[config.mk]
export PLATFORM = sky130hd
export DESIGN_NAME = sorted_expiry_timer_queue
export DESIGN_NICKNAME = d
export VERILOG_FILES = /design/src/rtl/setq_pkg.sv /design/src/rtl/sorted_expiry_timer_queue.sv
export SDC_FILE = /design/constraint.sdc
export NUM_CORES = 2
export LEC_CHECK = 0
export ABC_AREA = 1
export BUFFER_PORTS_ARGS = -buffer_cell sky130_fd_sc_hd__buf_4
export CAP_MARGIN = 0
export CORE_MARGIN = 2
export CORE_UTILIZATION = 35
export DETAILED_ROUTE_END_ITERATION = 8
export RECOVER_POWER = 100
export SLEW_MARGIN = 20
export SYNTH_ARGS = -nofsm -noshare
export SYNTH_HDL_FRONTEND = slang
export SYNTH_SLANG_ARGS = --single-unit
[constraint.sdc]
create_clock -name clk -period 10.58 [get_ports clk]
set_clock_uncertainty 0.05 [all_clocks]
set_input_delay 2.116 -clock clk [delete_from_list [all_inputs] [get_ports clk]]
set_output_delay 2.116 -clock clk [all_outputs]
set_load 0.02 [all_outputs]
[src/rtl/setq_pkg.sv]
`timescale 1ns / 1ps
// ----------------------------------------------------------------------------
// setq_pkg
// Shared types and constants for the sorted expiry timer queue.
// ----------------------------------------------------------------------------
package setq_pkg;

  localparam int DEPTH     = 64;
  localparam int TIME_BITS = 32;
  localparam int HANDLES   = 64;
  localparam int HANDLE_W  = 6;
  localparam int IN_TIME_W = 32;
  localparam int TW        = (TIME_BITS < IN_TIME_W) ? TIME_BITS : IN_TIME_W;
  localparam int IDX_W     = (DEPTH > 1) ? $clog2(DEPTH) : 1;
  localparam int CNT_W     = $clog2(DEPTH + 1);

  typedef enum logic [1:0] {
    FUNC_ADD    = 2'd0,
    FUNC_ADJUST = 2'd1,
    FUNC_DELETE = 2'd2,
    FUNC_TICK   = 2'd3
  } func_t;

  typedef enum logic [1:0] {
    ST_OK         = 2'd0,
    ST_ACTIVE     = 2'd1,
    ST_NOT_ACTIVE = 2'd2,
    ST_FULL       = 2'd3
  } status_t;

  typedef enum logic [1:0] {
    S_IDLE,
    S_FWD,
    S_BWD
  } state_t;

  typedef struct packed {
    logic [HANDLE_W-1:0] handle;
    logic [TW-1:0]       expiry;
  } entry_t;

endpackage

[src/rtl/sorted_expiry_timer_queue.sv]
`timescale 1ns / 1ps
// ----------------------------------------------------------------------------
// sorted_expiry_timer_queue
// Sorted timer list: slots held in ascending expiry order in one RAM, walked
// one slot per cycle by a small sequencer.
//
//   channel   ports                                         handshake
//   command   func handle expire_time now_time              start, busy
//   result    status fired fired_handle last                valid
//
// Add walks the list backwards, delete walks it forwards, adjust does both
// (forwards, then backwards) and tick walks forwards. All walks share the
// single RAM read/write port pair.
// Results are registered: each comes in the cycle after the step that makes
// it, a burst of fired timers on consecutive cycles. Reset empties the list
// at once.
// The receiver cannot stall results.
// ----------------------------------------------------------------------------
module sorted_expiry_timer_queue (
  input  logic                  clk,
  input  logic                  rst,
  input  logic                  start,
  output logic                  busy,
  input  setq_pkg::func_t       func,
  input  logic [5:0]            handle,
  input  logic [31:0]           expire_time,
  input  logic [31:0]           now_time,
  output logic                  valid,
  output setq_pkg::status_t     status,
  output logic                  fired,
  output logic [5:0]            fired_handle,
  output logic                  last
);
  import setq_pkg::*;

  entry_t mem [DEPTH];
  entry_t rd_data;

  state_t state, state_next;
  logic [CNT_W-1:0] rc, rc_next;
  logic [CNT_W-1:0] used, used_next;
  logic [CNT_W-1:0] gap, gap_next;
  logic             expiring, expiring_next;
  logic             pending, pending_next;
  logic [HANDLE_W-1:0] pend_h, pend_h_next;
  logic             v1;
  logic [IDX_W-1:0] a1;
  logic [HANDLES-1:0] active;

  func_t               op;
  logic [HANDLE_W-1:0] op_h;
  logic [TW-1:0]       op_exp;
  logic [TW-1:0]       op_now;

  logic             rd_en;
  logic [IDX_W-1:0] rd_addr;
  logic             wr_en;
  logic [IDX_W-1:0] wr_addr;
  entry_t           wr_data;
  logic             act_we;
  logic [HANDLE_W-1:0] act_idx;
  logic             act_val;

  logic             valid_next;
  status_t          status_next;
  logic             fired_next;
  logic [HANDLE_W-1:0] fired_handle_next;
  logic             last_next;

  logic [CNT_W-1:0] rc_dec;
  logic [CNT_W-1:0] down_addr;
  logic [IDX_W-1:0] up_addr;
  logic             accept;

  assign busy      = (state != S_IDLE);
  assign accept    = start && !busy;
  assign rc_dec    = rc - 1'b1;
  assign down_addr = CNT_W'(a1) - gap;
  assign up_addr   = a1 + 1'b1;

  always_ff @(posedge clk) begin
    if (wr_en) begin
      mem[wr_addr] <= wr_data;
    end
  end

  always_ff @(posedge clk) begin
    if (rd_en) begin
      rd_data <= mem[rd_addr];
    end
  end

  always_ff @(posedge clk) begin
    if (rst) begin
      state  <= S_IDLE;
      used   <= '0;
      active <= '0;
      valid  <= 1'b0;
      v1     <= 1'b0;
    end else begin
      state <= state_next;
      used  <= used_next;
      valid <= valid_next;
      v1    <= rd_en;
      if (act_we) begin
        active[act_idx] <= act_val;
      end
    end
  end

  always_ff @(posedge clk) begin
    rc           <= rc_next;
    gap          <= gap_next;
    expiring     <= expiring_next;
    pending      <= pending_next;
    pend_h       <= pend_h_next;
    a1           <= rd_addr;
    status       <= status_next;
    fired        <= fired_next;
    fired_handle <= fired_handle_next;
    last         <= last_next;
    if (accept) begin
      op     <= func;
      op_h   <= handle;
      op_exp <= expire_time[TW-1:0];
      op_now <= now_time[TW-1:0];
    end
  end

  always_comb begin
    state_next        = state;
    rc_next           = rc;
    used_next         = used;
    gap_next          = gap;
    expiring_next     = expiring;
    pending_next      = pending;
    pend_h_next       = pend_h;
    rd_en             = 1'b0;
    rd_addr           = rc[IDX_W-1:0];
    wr_en             = 1'b0;
    wr_addr           = down_addr[IDX_W-1:0];
    wr_data           = rd_data;
    act_we            = 1'b0;
    act_idx           = handle;
    act_val           = 1'b0;
    valid_next        = 1'b0;
    status_next       = ST_OK;
    fired_next        = 1'b0;
    fired_handle_next = '0;
    last_next         = 1'b1;

    unique case (state)
      S_IDLE: begin
        if (start) begin
          rc_next       = '0;
          gap_next      = '0;
          expiring_next = 1'b1;
          pending_next  = 1'b0;
          unique case (func)
            FUNC_ADD: begin
              if (active[handle]) begin
                valid_next  = 1'b1;
                status_next = ST_ACTIVE;
              end else if (used == CNT_W'(DEPTH)) begin
                valid_next  = 1'b1;
                status_next = ST_FULL;
              end else begin
                act_we     = 1'b1;
                act_val    = 1'b1;
                rc_next    = used;
                state_next = S_BWD;
              end
            end
            FUNC_ADJUST, FUNC_DELETE: begin
              if (!active[handle]) begin
                valid_next  = 1'b1;
                status_next = ST_NOT_ACTIVE;
              end else begin
                act_we     = (func == FUNC_DELETE);
                state_next = S_FWD;
              end
            end
            FUNC_TICK: begin
              state_next = S_FWD;
            end
            default: ;
          endcase
        end
      end

      S_FWD: begin
        if (rc != used) begin
          rd_en   = 1'b1;
          rc_next = rc + 1'b1;
        end
        if (v1) begin
          if (op == FUNC_TICK) begin
            if (expiring && rd_data.expiry <= op_now) begin
              gap_next = gap + 1'b1;
              act_we   = 1'b1;
              act_idx  = rd_data.handle;
              if (pending) begin
                valid_next        = 1'b1;
                fired_next        = 1'b1;
                fired_handle_next = pend_h;
                last_next         = 1'b0;
              end
              pending_next = 1'b1;
              pend_h_next  = rd_data.handle;
            end else begin
              expiring_next = 1'b0;
              if (pending) begin
                valid_next        = 1'b1;
                fired_next        = 1'b1;
                fired_handle_next = pend_h;
                pending_next      = 1'b0;
              end
              wr_en = (gap != '0);
            end
          end else if (gap == '0 && rd_data.handle == op_h) begin
            gap_next = CNT_W'(1);
          end else begin
            wr_en = (gap != '0);
          end
        end else if (rc == used) begin
          // walk finished: close the gap left behind
          used_next = used - gap;
          if (op == FUNC_TICK) begin
            state_next = S_IDLE;
            if (pending) begin
              valid_next        = 1'b1;
              fired_next        = 1'b1;
              fired_handle_next = pend_h;
            end else if (gap == '0) begin
              valid_next = 1'b1;
            end
          end else if (op == FUNC_DELETE) begin
            state_next = S_IDLE;
            valid_next = 1'b1;
          end else begin
            rc_next    = used - gap;
            state_next = S_BWD;
          end
        end
      end

      S_BWD: begin
        if (rc != '0) begin
          rd_en   = 1'b1;
          rd_addr = rc_dec[IDX_W-1:0];
          rc_next = rc_dec;
        end
        if (v1) begin
          wr_en   = 1'b1;
          wr_addr = up_addr;
          if (rd_data.expiry <= op_exp) begin
            wr_data    = '{handle: op_h, expiry: op_exp};
            used_next  = used + 1'b1;
            valid_next = 1'b1;
            state_next = S_IDLE;
          end
        end else if (rc == '0) begin
          wr_en      = 1'b1;
          wr_addr    = '0;
          wr_data    = '{handle: op_h, expiry: op_exp};
          used_next  = used + 1'b1;
          valid_next = 1'b1;
          state_next = S_IDLE;
        end
      end

      default: state_next = S_IDLE;
    endcase
  end

  a_used_bound: assert property (@(posedge clk) disable iff (rst)
    used <= CNT_W'(DEPTH))
    else $error("slot count beyond depth");

  a_burst: assert property (@(posedge clk) disable iff (rst)
    valid && !last |=> valid)
    else $error("fired burst broken");

  a_not_fired_last: assert property (@(posedge clk) disable iff (rst)
    valid && !fired |-> last && fired_handle == '0)
    else $error("plain result not final");

  a_busy_quiet: assert property (@(posedge clk) disable iff (rst)
    valid && !fired |-> !$past(valid && !last))
    else $error("plain result inside a burst");

endmodule

==> flow_metrics.tcl <==
set metrics [dict create \
    hold_end "fired_handle[4]$_SDFF_PN0_" \
    vias 70400 \
    overflow 0 \
    combPwrFrac 0.433 \
    ant_nets 0 \
    fin_tns_setup_ns 0 \
    yosys.cell_types.count 48 \
    power_frac_seq 0.338 \
    power_density_nw_per_um2 332 \
    fillCellCount 28400 \
    initial_core_util 0.351 \
    r2r-start "rc[0]$_DFFE_PP_" \
    outcome "finished with violations" \
    cts_setup_buffers 0 \
    leakage_uw 0.0377 \
    die_width_um 558 \
    ff2ff_setup_slack_ns 2.51 \
    ctsHtreeMaxLevel 5 \
    grt_usage 0.197 \
    dieArea_um2 311000 \
    dp_slack_ns 5.10 \
    cp.required_ns 11.05 \
    grt_max_degree 178 \
    finalWorstSetupSlack_ns 2.51 \
    gp_congestion 0.883 \
    clk_latency_ns 0.85 \
    worst_setup_path_start_kind "flip-flop" \
    cts.sinks 2655 \
    worstHoldPathType "reg2reg" \
    switching_power_uw 17600 \
    first_pass_iters 9 \
    ys.flop_type "edfxtp_1" \
    synth_compound_area_frac 0.139 \
    yosysSeqAreaShare 0.734 \
    async_flop_share 0 \
    stdcell_area_um2 120000 \
    hold_path_depth 2 \
    postSynthCellCount 8173 \
    rsz0062_at_grt "false" \
    totalWireLength_mm 315 \
    maxCapViolCount 106 \
    syn2layout_area_growth_pct 11.9 \
    finalMaxSlewViolations 3884 \
    nNetsFinal 8294 \
    dp_hpwl_mm 173 \
    clkTransAtPathRegs_ns 0.06 \
    placed_area_um2 113000 \
    tritoncts "built" \
    swShare 0.441 \
    wl_per_cell_um 25.3 \
    hold_viol 0 \
    arrival_ns 8.54 \
    synth_area_um2 107000 \
    synthSimpleGateAreaFrac 0.0808 \
    synth_edf_count 2564 \
    yosysWarnings 0 \
    die_h_um 558 \
    first_iter_violations 10000 \
    viasPerCell 5.67 \
    numCtsBuffers 277 \
    cts-resized-gates 0 \
    fin_crit_ns 8.07 \
    ioPinCount 87 \
    synth_top_family_by_area "compound AO/OA/AOI/OAI gates" \
    core_area_um2 306000 \
    hold_path.startpoint "pend_h[4]$_DFFE_PP_" \
    ir_drop_uv 319 \
    hold_buffers 0 \
    synth_xor_area_frac 0.00237 \
    cts.path.max_buffers 4 \
    synthesis.nets 8340 \
    ys_ff_latch 2655 \
    fmax_mhz 124 \
    period_share 0.763 \
    drive_gt1_frac 0.0688 \
    grt_pass1_wl_mm 458 \
    grt_pass1_vias 66500 \
    violations "max-capacitance violations, max-slew violations" \
    maxSlewHeadroom -1.81 \
    setup_viol 0 \
    muxShareOfSynthArea 0.000373 \
    avgSynthCellArea_um2 13.1 \
    critPathMaxFanout 64 \
    antenna_found_initial 16 \
    io_buffers 86 \
    r2r_end "rd_data[30]$_DFFE_PP_" \
    crit_type "reg2reg" \
    drc 0 \
    worstRegToRegCells 13 \
    worstMarginPinSlew_ns 4.21 \
    yosys.area_share.adder 0.0109 \
    row_count 203 \
    end_kind "flip-flop" \
    power.internal_uw 22300 \
    power_frac_clock 0.230 \
    root_buffer "clkbuf_16" \
]
## worst max-delay path by stage
| stage | slack [ns] | startpoint | cells past startpoint | to |
|---|---|---|---|---|
| floorplan | 5.21 | rd_data[31]$_DFFE_PP_ | 11 | mem[0][35]$_DFFE_PP_ |
| global placement | 5.17 | state[0]$_SDFFE_PP0P_ | 16 | rd_data[35]$_DFFE_PP_ |
| detailed placement | 5.10 | state[0]$_SDFFE_PP0P_ | 16 | rd_data[35]$_DFFE_PP_ |
| CTS | 5.07 | state[0]$_SDFFE_PP0P_ | 16 | rd_data[35]$_DFFE_PP_ |
| global route | 2.40 | rc[0]$_DFFE_PP_ | 13 | rd_data[30]$_DFFE_PP_ |
| finish | 2.51 | rc[0]$_DFFE_PP_ | 13 | rd_data[30]$_DFFE_PP_ |
## routing by layer
| metal | vias up | share of wire | track usage |
|---|---|---|---|
| met5 | - | 0 | 0 |
| met4 | 0 | 0.025 | 0.0546 |
| met3 | 474 | 0.11 | 0.0483 |
| met2 | 3511 | 0.44 | 0.292 |
| met1 | 35600 | 0.42 | 0.285 |
| li1 | 30800 | - | - |
## cell usage after synthesis (23+ instances only)
library cell	number	area (µm²)
nand2_1	372	1400
buf_6	38	428
o221ai_1	200	1750
edfxtp_1	2564	77000
clkbuf_1	368	1380
ha_1	90	1130
a21oi_1	123	616
inv_1	186	698
dfxtp_1	91	1820
buf_2	149	746
nor2_1	1320	4950
xor2_1	23	201
o21bai_1	111	833
o21ai_1	37	185
nand4_1	23	144
o22ai_1	310	1940
o211ai_1	406	3050
nand3_1	385	1930
o21ai_0	1255	6280
## layout make-up
type	instances	area (µm²)	share of cell area
Clock inverter	129	893	0.00744
Tap cell	4100	5130	0.0427
Clock buffer	342	7380	0.0614
Multi-Input combinational cell	4734	25500	0.212
Antenna cell	3	7.51	0.0000625
Inverter	197	779	0.00649
Sequential cell	2655	78800	0.656
Timing Repair Buffer	262	1640	0.0136
## state kept, by name (all words and copies together) (netlist names)
name          cells
a1                6
active           64
expiring          1
fired             1
fired_handle      6
gap               7
last              1
mem            2432
op                2
op_exp           32
op_h              6
op_now           32
pend_h            6
pending           1
rc                7
rd_data          38
state             2
status            2
used              7
v1                1
valid             1
## power by group through the flow
stage | clock network, µW | registers [µW] | logic, µW
finish | 9150 | 13500 | 17200
global route | 9660 | 13500 | 18500
CTS | 9280 | 13300 | 17000
detailed placement | 0 | 13500 | 16900
global placement | 0 | 13500 | 16700
floorplan | 0 | 13500 | 10100
## cell usage in the layout, fill, tap and decap left out, types with 11 or more instances in the layout
master,netlist,routed
clkinv_1,1,67
edfxtp_1,2564,2564
nor3_1,14,14
o221ai_1,200,200
o21bai_1,111,111
o21ai_0,1255,1249
xor2_1,23,23
o211ai_1,406,406
a21oi_1,123,118
nand4_1,23,24
dfxtp_1,91,91
inv_1,186,183
clkbuf_16,0,285
clkbuf_4,0,58
nor2_4,0,39
nand2_1,372,372
clkinv_2,0,35
buf_4,21,68
ha_1,90,90
nand3_1,385,385
nor2_1,1320,1282
o22ai_1,310,307
clkbuf_1,368,179
o21ai_1,37,37
buf_12,0,11
## worst max-delay path, cell delays in order (launching register included)
cell and delay [ns]:
edfxtp_1 0.50, inv_1 0.27, ha_1 0.24, inv_1 0.05, nor3_1 0.50, o22ai_4 0.11
clkbuf_1 1.24, inv_8 1.07, clkbuf_1 1.74, o221ai_1 0.73, o211ai_1 0.37, nand3_1 0.12
nand3_1 0.23, nand2_1 0.32
## per-stage QoR
| stage | util | hold WS (ns) | std cells | total power (µW) |
|---|---|---|---|---|
| after detailed placement | 0.369 | 0.421 | 11900 | 30500 |
| after CTS | 0.396 | 0.436 | 12400 | 39600 |
| after floorplan | - | 0.389 | 8173 | 23700 |
| final | 0.393 | 0.426 | 12400 | 39800 |
| after global placement | 0.369 | 0.439 | 11900 | 30200 |
| after global routing | 0.393 | 0.443 | 12400 | 41600 |
## logic make-up after synthesis
group	after synthesis
buffers and inverters	784
xor gates and xnor gates	29
and+or+nand+nor	2138
muxes	4
adders and majority gates	92
DFF	2655
AOI/OAI and AO/OA	2471
No activity file was read; power rests on OpenSTA's default activity.
